## src/design/ntv_pkg.sv

```systemverilog
// Shared constants, types and character classes for the numeric text validator.
package ntv_pkg;

	localparam int MAX_LEN = 32;
	localparam int IDX_W   = $clog2(MAX_LEN);
	localparam int LEN_W   = $clog2(MAX_LEN + 1);

	localparam logic [7:0] CH_SPACE  = 8'h20;
	localparam logic [7:0] CH_DOLLAR = 8'h24;
	localparam logic [7:0] CH_PLUS   = 8'h2B;
	localparam logic [7:0] CH_COMMA  = 8'h2C;
	localparam logic [7:0] CH_MINUS  = 8'h2D;
	localparam logic [7:0] CH_DOT    = 8'h2E;
	localparam logic [7:0] CH_SLASH  = 8'h2F;
	localparam logic [7:0] CH_ZERO   = 8'h30;
	localparam logic [7:0] CH_NINE   = 8'h39;
	localparam logic [7:0] CH_TAB    = 8'h09;
	localparam logic [7:0] CH_CR     = 8'h0D;

	typedef struct packed {
		logic             go;
		logic [LEN_W-1:0] len;
		logic             ovf;
	} ntv_start_t;

	typedef struct packed {
		logic ready;
		logic invalid;
		logic too_long;
	} ntv_verdict_t;

	function automatic logic is_ws(input logic [7:0] c);
		return (c inside {CH_SPACE, [CH_TAB:CH_CR]});
	endfunction

	function automatic logic is_dig(input logic [7:0] c);
		return (c inside {[CH_ZERO:CH_NINE]});
	endfunction

	function automatic logic is_core(input logic [7:0] c);
		return is_dig(c) || (c inside {CH_COMMA, CH_DOT});
	endfunction

endpackage

```

## src/design/numeric_text_validator_unit.sv

```systemverilog
// Numeric text validator: buffers a string and judges whether it is number text.
// Character requests are accepted without stall while the string loads.
// After the last request the scanner reads the n buffered characters twice, one read a
// cycle; an empty or overflowed string skips the reads and goes straight to the verdict.
// Requests stall until the verdict is taken; a verdict may wait in the output register.
// Reset clears length, overflow flag, control and output valid; the buffer is not cleared.
module numeric_text_validator_unit
	import ntv_pkg::*;
(
	input  logic       clk,
	input  logic       arst_n,
	input  logic       in_valid,
	output logic       in_stall,
	input  logic [7:0] char_code,
	input  logic       is_last,
	input  logic       is_empty,
	output logic       out_valid,
	input  logic       out_stall,
	output logic       invalid,
	output logic       too_long
);

	logic             busy_q;
	logic [LEN_W-1:0] len_q;
	logic             ovf_q;
	logic             out_valid_q;
	logic             invalid_q;
	logic             too_long_q;

	logic             accept;
	logic             room;
	logic             wr_en;
	logic [LEN_W-1:0] len_d;
	logic             ovf_d;
	logic             take;
	logic [IDX_W-1:0] rd_addr;
	logic [7:0]       rd_data;
	ntv_start_t       start;
	ntv_verdict_t     verdict;

	assign in_stall  = busy_q;
	assign accept    = in_valid && !busy_q;
	assign room      = (len_q < LEN_W'(MAX_LEN));
	assign wr_en     = accept && !is_empty && room;
	assign len_d     = wr_en ? len_q + LEN_W'(1) : len_q;
	assign ovf_d     = ovf_q | (accept && !is_empty && !room);
	assign start.go  = accept && is_last;
	assign start.len = len_d;
	assign start.ovf = ovf_d;
	assign take      = verdict.ready && (!out_valid_q || !out_stall);

	ntv_text_ram u_ram (
		.clk     (clk),
		.wr_en   (wr_en),
		.wr_addr (len_q[IDX_W-1:0]),
		.wr_data (char_code),
		.rd_addr (rd_addr),
		.rd_data (rd_data)
	);

	ntv_scanner u_scanner (
		.clk     (clk),
		.arst_n  (arst_n),
		.start   (start),
		.take    (take),
		.rd_addr (rd_addr),
		.rd_data (rd_data),
		.verdict (verdict)
	);

	always_ff @(posedge clk or negedge arst_n) begin
		if (!arst_n) begin
			busy_q      <= 1'b0;
			len_q       <= '0;
			ovf_q       <= 1'b0;
			out_valid_q <= 1'b0;
		end else begin
			if (start.go) begin
				busy_q <= 1'b1;
				len_q  <= '0;
				ovf_q  <= 1'b0;
			end else if (accept) begin
				len_q <= len_d;
				ovf_q <= ovf_d;
			end
			if (take) begin
				busy_q      <= 1'b0;
				out_valid_q <= 1'b1;
			end else if (!out_stall) begin
				out_valid_q <= 1'b0;
			end
		end
	end

	always_ff @(posedge clk) begin
		if (take) begin
			invalid_q  <= verdict.invalid;
			too_long_q <= verdict.too_long;
		end
	end

	assign out_valid = out_valid_q;
	assign invalid   = invalid_q;
	assign too_long  = too_long_q;

endmodule

```

## src/design/ntv_text_ram.sv

```systemverilog
// Character buffer memory with one write port and one registered read port.
module ntv_text_ram
	import ntv_pkg::*;
(
	input  logic             clk,
	input  logic             wr_en,
	input  logic [IDX_W-1:0] wr_addr,
	input  logic [7:0]       wr_data,
	input  logic [IDX_W-1:0] rd_addr,
	output logic [7:0]       rd_data
);

	logic [7:0] mem [MAX_LEN];

	always_ff @(posedge clk) begin
		if (wr_en) begin
			mem[wr_addr] <= wr_data;
		end
		rd_data <= mem[rd_addr];
	end

endmodule

```

## src/design/ntv_scanner.sv

```systemverilog
// Two-pass scan of the buffered string that forms the verdict.
module ntv_scanner
	import ntv_pkg::*;
(
	input  logic             clk,
	input  logic             arst_n,
	input  ntv_start_t       start,
	input  logic             take,
	output logic [IDX_W-1:0] rd_addr,
	input  logic [7:0]       rd_data,
	output ntv_verdict_t     verdict
);

	localparam logic [2:0] SC_IDLE  = 3'd0;
	localparam logic [2:0] SC_P1    = 3'd1;
	localparam logic [2:0] SC_P2    = 3'd2;
	localparam logic [2:0] SC_DRAIN = 3'd3;
	localparam logic [2:0] SC_FIN   = 3'd4;

	logic [2:0]       state_q;
	logic [LEN_W-1:0] len_q;
	logic [LEN_W-1:0] cnt_q;
	logic             ovf_q;
	logic             vld_s1;
	logic             pass2_s1;
	logic [IDX_W-1:0] idx_s1;

	logic             nonws_q;
	logic             found_q;
	logic [IDX_W-1:0] lo_q;
	logic [IDX_W-1:0] hi_q;
	logic [IDX_W-1:0] first_q;
	logic [IDX_W-1:0] last_q;

	logic             dlr_q;
	logic             sign_q;
	logic             dec_q;
	logic             minus_q;
	logic             bad_q;
	logic [7:0]       prev_q;

	logic             dlr_d;
	logic             sign_d;
	logic             dec_d;
	logic             minus_d;
	logic             bad_d;
	logic [7:0]       prev_d;
	logic             p2_act;
	logic             last_issue;
	logic [LEN_W-1:0] cnt_inc;

	assign rd_addr    = cnt_q[IDX_W-1:0];
	assign cnt_inc    = cnt_q + LEN_W'(1);
	assign last_issue = (cnt_inc == len_q);
	assign p2_act     = vld_s1 && pass2_s1 && nonws_q && (idx_s1 >= lo_q) && (idx_s1 <= hi_q);

	always_comb begin
		dlr_d   = dlr_q;
		sign_d  = sign_q;
		dec_d   = dec_q;
		minus_d = minus_q;
		bad_d   = bad_q;
		prev_d  = prev_q;
		if (p2_act) begin
			if (!found_q || idx_s1 < first_q || idx_s1 > last_q) begin
				if (rd_data == CH_DOLLAR) begin
					bad_d = bad_q | dlr_q;
					dlr_d = 1'b1;
				end else if (rd_data inside {CH_PLUS, CH_MINUS}) begin
					bad_d  = bad_q | sign_q;
					sign_d = 1'b1;
				end else if (rd_data inside {CH_SPACE, CH_SLASH}) begin
					bad_d = bad_q;
				end else if (!found_q && rd_data == CH_COMMA) begin
					bad_d = bad_q;
				end else begin
					bad_d = 1'b1;
				end
			end else if (!(rd_data inside {CH_COMMA, CH_SLASH})) begin
				prev_d = rd_data;
				if (rd_data == CH_MINUS) begin
					minus_d = 1'b1;
					bad_d   = bad_q | (prev_q == CH_DOT);
				end else if (rd_data == CH_DOT) begin
					dec_d = 1'b1;
					bad_d = bad_q | dec_q | (prev_q == CH_MINUS);
				end else if (!is_dig(rd_data)) begin
					bad_d = 1'b1;
				end
			end
		end
	end

	always_ff @(posedge clk or negedge arst_n) begin
		if (!arst_n) begin
			state_q  <= SC_IDLE;
			cnt_q    <= '0;
			vld_s1   <= 1'b0;
			pass2_s1 <= 1'b0;
		end else begin
			vld_s1   <= 1'b0;
			pass2_s1 <= 1'b0;
			case (state_q)
				SC_IDLE: begin
					if (start.go) begin
						cnt_q   <= '0;
						state_q <= (start.ovf || start.len == '0) ? SC_FIN : SC_P1;
					end
				end
				SC_P1: begin
					vld_s1 <= 1'b1;
					if (last_issue) begin
						cnt_q   <= '0;
						state_q <= SC_P2;
					end else begin
						cnt_q <= cnt_inc;
					end
				end
				SC_P2: begin
					vld_s1   <= 1'b1;
					pass2_s1 <= 1'b1;
					cnt_q    <= cnt_inc;
					if (last_issue) begin
						state_q <= SC_DRAIN;
					end
				end
				SC_DRAIN: begin
					state_q <= SC_FIN;
				end
				SC_FIN: begin
					if (take) begin
						state_q <= SC_IDLE;
					end
				end
				default: begin
					state_q <= SC_IDLE;
				end
			endcase
		end
	end

	always_ff @(posedge clk) begin
		idx_s1 <= rd_addr;
		if (state_q == SC_IDLE && start.go) begin
			len_q   <= start.len;
			ovf_q   <= start.ovf;
			nonws_q <= 1'b0;
			found_q <= 1'b0;
			dlr_q   <= 1'b0;
			sign_q  <= 1'b0;
			dec_q   <= 1'b0;
			minus_q <= 1'b0;
			bad_q   <= 1'b0;
			prev_q  <= '0;
		end else begin
			if (vld_s1 && !pass2_s1) begin
				if (!is_ws(rd_data)) begin
					if (!nonws_q) begin
						lo_q <= idx_s1;
					end
					nonws_q <= 1'b1;
					hi_q    <= idx_s1;
				end
				if (is_core(rd_data)) begin
					if (!found_q) begin
						first_q <= idx_s1;
					end
					found_q <= 1'b1;
					last_q  <= idx_s1;
				end
			end
			dlr_q   <= dlr_d;
			sign_q  <= sign_d;
			dec_q   <= dec_d;
			minus_q <= minus_d;
			bad_q   <= bad_d;
			prev_q  <= prev_d;
		end
	end

	assign verdict.ready    = (state_q == SC_FIN);
	assign verdict.too_long = ovf_q;
	assign verdict.invalid  = ovf_q |
		(nonws_q & (bad_q | (minus_q & (dlr_q | sign_q))));

endmodule
```

## config.mk

```make
export PLATFORM = sky130hd
export DESIGN_NAME = numeric_text_validator_unit
export DESIGN_NICKNAME = d
export VERILOG_FILES = /design/src/design/ntv_pkg.sv /design/src/design/numeric_text_validator_unit.sv /design/src/design/ntv_text_ram.sv /design/src/design/ntv_scanner.sv
export SDC_FILE = /design/constraint.sdc
export NUM_CORES = 1
export LEC_CHECK = 0
export ABC_CLOCK_PERIOD_IN_PS = 2400
export BUFFER_PORTS_ARGS = -buffer_cell sky130_fd_sc_hd__buf_2
export CAP_MARGIN = 25
export CELL_PAD_IN_SITES_DETAIL_PLACEMENT = 1
export CELL_PAD_IN_SITES_GLOBAL_PLACEMENT = 1
export CORE_MARGIN = 1
export CORE_UTILIZATION = 51
export CTS_BUF_LIST = sky130_fd_sc_hd__clkbuf_8
export DETAILED_ROUTE_END_ITERATION = 10
export HOLD_SLACK_MARGIN = 0.15
export PLACE_DENSITY_LB_ADDON = 0.05
export SLEW_MARGIN = 20
export SYNTH_ARGS = -nofsm -noshare
export SYNTH_HDL_FRONTEND = slang
export SYNTH_HIERARCHICAL = 1
export SYNTH_SLANG_ARGS = --single-unit
```

## constraint.sdc

```tcl
create_clock -name clk -period 2.4 [get_ports clk]
set_input_delay 0.48 -clock clk [delete_from_list [all_inputs] [get_ports clk]]
set_output_delay 0.48 -clock clk [all_outputs]
set_load 0.05 [all_outputs]
```

### Word-level counts from Yosys, hierarchy flattened

Memories as Yosys holds them, arrays and structs flattened. A register that Yosys moved wholly into a read port is not among the register bits.
Index checks and enable logic that the tools add are counted.

* flip-flop bits (word level): 69
* bits in writable memories: 256
* input port bits: 14
* output and inout bits: 4
* word-level logic and storage cells: 162
* memories: 1

Memory list
* u_ram.mem: words 32, width 8, read ports 1, clocked after Yosys merged registers in 1, write ports 1, RTL line ntv_text_ram.sv:13 `logic [7:0] mem [MAX_LEN];`

* add/subtract/negate cells: 2
* $lt $le $gt $ge: 9
* equal/unequal tests: 23
* mux-type cells: 31
* bitwise gates (word level): 19
* reductions and logical operators: 52

Operator list (number)
* $eq 8x6->1 const B: 9
* $mux 6: 5
* $reduce_and 4->1: 5
* $mux 1: 19
* $pmux 6 s3: 1
* $logic_and 1x1->1: 15
* $mux 3: 5
* $pmux 3 s5: 1
* $reduce_bool 2->1: 7
* $add 6x1->6 const B: 2
* $reduce_and 3->1: 4
* $ne 2x1->1 const B: 5
* $reduce_and 5->1: 2
* $or 1x1->1: 9
* $ge 8x4->1 const B: 1
* $ge 8x6->1 const B: 1
* $le 8x4->1 const B: 1
* $le 8x6->1 const B: 1
* $ne 4x4->1 const B: 2
* $not 1->1: 8
* $logic_not 1->1: 7
* $eq 3x2->1 const B: 2
* $eq 6x6->1: 1
* $logic_not 6->1: 1
* 15 further kinds: 22

### Depth between registers and ports, before layout

* depth after elaboration: 10
* mapped depth: 9
* gate-level depth less buffers: 8

### Cells and area by module

The synthesis kept the hierarchy.

By module, submodules not included
* ntv_text_ram: times used 1, cells each 417, area an instance 10053.4 um^2, seq. area each 7847.5 um^2
* ntv_scanner: times used 1, cells each 290, area an instance 3047.9 um^2, seq. area each 1486.4 um^2
* numeric_text_validator_unit: times used 1, cells each 58, area an instance 616.8 um^2, seq. area each 285.3 um^2

### Worst setup path before layout

OpenSTA, ideal clock, no wires.

* path type: reg-to-reg
* start: reg busy_q (netlist: in_stall)
* end: mem u_ram.mem[0][0], enable pin
* setup time: 0.370 ns
* data arrival time: 2.186 ns
* required time: 2.030 ns
* setup slack: -0.157 ns
* cell stages (with the launch flop): 5
* path buffers: 1
* period minus slack after synthesis: 2.557 ns
* cells stage by stage: dfrtp_1 nor4b_4 or3b_2 clkbuf_1 nor2_1

* cells in the longest elaborated chain, start to end: 6

RTL lines
* start, declared: RTL line numeric_text_validator_unit.sv:23 `logic busy_q;`
* start signal, assigned: RTL line numeric_text_validator_unit.sv:73 `busy_q <= 1'b0;`
* start signal, assigned: RTL line numeric_text_validator_unit.sv:79 `busy_q <= 1'b1;`
* start signal, assigned: RTL line numeric_text_validator_unit.sv:87 `busy_q <= 1'b0;`
* $logic_not 1->1: RTL line numeric_text_validator_unit.sv:42 `assign accept = in_valid && !busy_q;`
* $logic_and 1x1->1: RTL line numeric_text_validator_unit.sv:42
* $logic_and 1x1->1 (2 in a row): RTL line numeric_text_validator_unit.sv:44 `assign wr_en = accept && !is_empty && room;`
* via wr_en: RTL line numeric_text_validator_unit.sv:32 `logic wr_en;`
* $mux 1: RTL line ntv_text_ram.sv:16 `if (wr_en) begin`
* $mux 1 (implied by the code): RTL line ntv_text_ram.sv:17 `mem[wr_addr] <= wr_data;`
* end, declared: RTL line ntv_text_ram.sv:13

The timed path passes the listed nets, and every way through them passes these cells.

==> results_dict.tcl <==
set metrics [dict create \
    status "finished with violations" \
    violations "design-rule violations" \
    cp-end-kind "flip-flop" \
    crit_path_start_kind "flip-flop" \
    synthCells 765 \
    fin_tns_setup_ps 0 \
    holdWs_ps 223 \
    core_area_um2 26200 \
    hold_viol 0 \
    maxClockFrequency_mhz 424 \
    worstMarginPinSlew_ps 762 \
    grt_pass1_vias 8143 \
    hp-class "primary input to flip-flop" \
    p_leak_nw 5.59 \
    ant_nets 0 \
    period_share_pct 98.2 \
    final_layout_size_suffix_gt1_share_pct 32.7 \
    seq_area_um2 9630 \
    combPwrFrac_pct 31.5 \
    setup_ws_ps 43.4 \
    cp_max_fo 17 \
    die_w_um 166 \
    syn_to_final_growth_pct 16.3 \
    reg2reg_depth 5 \
    place_hpwl_mm 21.0 \
    grtUsageTotal_pct 23.9 \
    cts.sinks 333 \
    initial_core_util_pct 52.3 \
    final_cells 1268 \
    timing.rr.end "u_ram/rd_data[3]" \
    cts_tree "yes" \
    die_area_um2 27600 \
    worstSetupPathType "flip-flop to flip-flop" \
    drc 1 \
    vias 7469 \
    arrival_ps 2810 \
    synth-edff-count 285 \
    antenna_cells 0 \
    sw_frac_of_total_pct 31.2 \
    drt_iter0_drc 522 \
    clkPwrFrac_pct 27.0 \
    ys_async_sr_fraction_pct 6.01 \
    port_buffers 17 \
    fill_cells 2290 \
    grt.overflow.total 0 \
    place_congestion 0.797 \
    ys_ff_latch 333 \
    maxCapViolations 0 \
    yosysSeqAreaShare_pct 70.1 \
    pin_count 18 \
    grt_start_max_net_pins 33 \
    ys.flop_type "edfxtp_1" \
    pre_cts_ws_ps -8.72 \
    fin_nets 923 \
    die_h_um 166 \
    r2r_slack_ps 40 \
    worstHoldEndpoint "len_q[0]" \
    p_sw_w 0.00545 \
    dr.pass1.iters 7 \
    cts_buffers 54 \
    fin_crit_ps 2360 \
    cts_root_buf "clkbuf_8" \
    yosysWarnings 6 \
    pwr-share-seq_pct 41.6 \
    r2r_start "u_scanner/cnt_q[0]" \
    clk_pin_slew_worst_paths_ps 70 \
    synth_area_um2 13700 \
    synth.avg_cell_area_um2 17.9 \
    viasPerCell 5.89 \
    grt_antenna_before_repair 0 \
    multi_input_area_um2 3850 \
    wirelength_mm 31.8 \
    cts_buffer_depth 3 \
    p_int_w 0.0120 \
    wire_per_inst_um 25.1 \
    grt_pass1_wl_mm 49.0 \
    final_max_slew_viol_count 0 \
    finClkSkew_ps 30.1 \
    dp_cells 1160 \
    row_count 59 \
    slew-limit-headroom_pct 49.2 \
    clkLatencyLatePin_ps 600 \
    power.density_nw_per_um2 1090 \
    h-tree-depth 2 \
    syn_nets 800 \
    ir_drop_mv 0.700 \
    yosys.cell_types.count 65 \
    setup_viol_count_final 0 \
    cp.required_ps 2850 \
    rsz0062_at_grt "yes" \
    min_from "is_last" \
    power_w 0.0174 \
    hold_path_depth 2 \
]
## cell type report
class / instances / area share, %
clock buffer: 57 / 4.92
clock inverter: 44 / 1.65
tap: 335 / 2.63
inverter: 30 / 0.729
multi-input combinational: 364 / 24.2
timing repair buffer: 105 / 5.58
sequential: 333 / 60.3
## sequential cells by signal (all words and copies together) (netlist names), 3 cells and up
| register | flops |
|---|---|
| u_scanner/lo_q | 5 |
| u_scanner/len_q | 6 |
| u_scanner/state_q | 3 |
| u_scanner/hi_q | 5 |
| u_scanner/prev_q | 8 |
| u_scanner/last_q | 5 |
| u_scanner/cnt_q | 6 |
| u_scanner/first_q | 5 |
| len_q | 6 |
| u_ram/mem | 256 |
| u_scanner/idx_s1 | 5 |
| u_ram/rd_data | 8 |
## layer usage
layer	share of wire, %	track usage [%]	vias to the layer above
li1	-	-	3301
met4	2.3	7.76	0
met5	0	0	-
met1	42	31.7	3928
met2	51	40.5	187
met3	4.6	4.27	53
## cell usage in the layout, fill, tap and decap left out, types with 3 or more instances in the layout
cell type | synthesis | layout
nor3b_1 | 3 | 3
nor2b_1 | 4 | 4
o21ai_0 | 11 | 11
nand4_1 | 5 | 5
dfxtp_1 | 28 | 25
or3_1 | 3 | 3
buf_12 | 0 | 9
xnor2_1 | 8 | 8
o211ai_1 | 3 | 3
a21o_1 | 9 | 9
mux4_2 | 80 | 80
nand2_1 | 30 | 30
mux2_2 | 10 | 10
o21a_1 | 3 | 3
o22ai_1 | 4 | 4
a32o_1 | 3 | 3
inv_1 | 30 | 40
nor3_1 | 7 | 7
a21oi_1 | 14 | 13
nor2_1 | 53 | 45
clkbuf_8 | 0 | 57
mux2i_1 | 8 | 8
nor2_2 | 0 | 8
ha_1 | 21 | 19
nand3b_1 | 8 | 8
dfrtp_1 | 20 | 18
clkinv_1 | 0 | 11
or3b_2 | 3 | 3
dfxtp_2 | 0 | 3
buf_2 | 4 | 17
buf_4 | 12 | 74
a22o_1 | 4 | 4
nand2b_1 | 11 | 11
edfxtp_1 | 285 | 285
clkinv_2 | 0 | 17
nor4_1 | 4 | 4
and3_1 | 4 | 4
nand3_1 | 11 | 11
a41oi_1 | 3 | 3
## Yosys cell counts, types with 7 or more instances
cell type  count  share of area (%)
edfxtp_1     285                 62
mux4_2        80                 13
nor2_1        53                1.5
inv_1         30               0.82
nand2_1       30               0.82
dfxtp_1       28                4.1
ha_1          21                1.9
dfrtp_1       20                3.6
clkbuf_1      16               0.44
a21oi_1       14               0.51
buf_4         12               0.66
nand2b_1      11               0.50
nand3_1       11               0.40
o21ai_0       11               0.40
mux2_2        10               0.82
a21o_1         9               0.49
mux2i_1        8               0.58
nand3b_1       8               0.44
xnor2_1        8               0.51
nor3_1         7               0.26
## kinds of logic after synthesis
group / count (synthesis) / share of synthesized area [%]
xor gates and xnor gates: 12 / 0.976
DFF: 333 / 70.1
adders and majority gates: 21 / 1.92
buffers and inverters: 68 / 2.28
muxes: 98 / 14.5
and+or+nand+nor: 160 / 6.25
AOI/OAI and AO/OA: 73 / 3.92
## worst max-delay path: stages (launching register included)
cell,delay (ps)
dfrtp_4,540
buf_12,150
buf_16,180
mux4_2,560
mux4_2,480
mux2_2,310
## stage by stage
step | utilization [%] | cell area, um^2
after floorplan | - | 13700
after global placement | 56.4 | 14800
after detailed placement | 56.4 | 14800
after CTS | 60.6 | 15900
after global routing | 60.9 | 16000
final | 60.9 | 16000
## power groups by stage
stage          logic [W]  clock network [W]  registers (W)
2_1_floorplan    0.00366                  0        0.00715
3_3_place_gp     0.00518                  0        0.00735
3_5_place_dp     0.00535                  0        0.00737
4_1_cts          0.00545            0.00483        0.00725
5_1_grt          0.00593            0.00505        0.00732
6_report         0.00549            0.00470        0.00725
## timing repair
action,4_1_cts,5_1_grt
buffers inserted,2,2
resized for setup,0,18
cloned,0,1
pin swaps,0,6
hold buffers,2,0
setup endpoints to repair,1,16
endpoints found under the hold margin,21,0
## how the worst max path moves through the flow
stage	from	end	slack (ps)	cells past startpoint
2_1_floorplan	in_stall	u_ram/mem[0][0]	-60	4
5_1_grt	u_scanner/idx_s1[2]	u_scanner/prev_q[3]	-30	8
3_3_place_gp	is_empty	u_ram/mem[28][0]	20	6
4_1_cts	u_scanner/cnt_q[0]	u_scanner/cnt_q[3]	7	7
6_report	u_scanner/cnt_q[0]	u_ram/rd_data[3]	40	5
3_5_place_dp	u_scanner/cnt_q[0]	u_scanner/cnt_q[3]	-9	7
(Power assumes the default switching activity.)
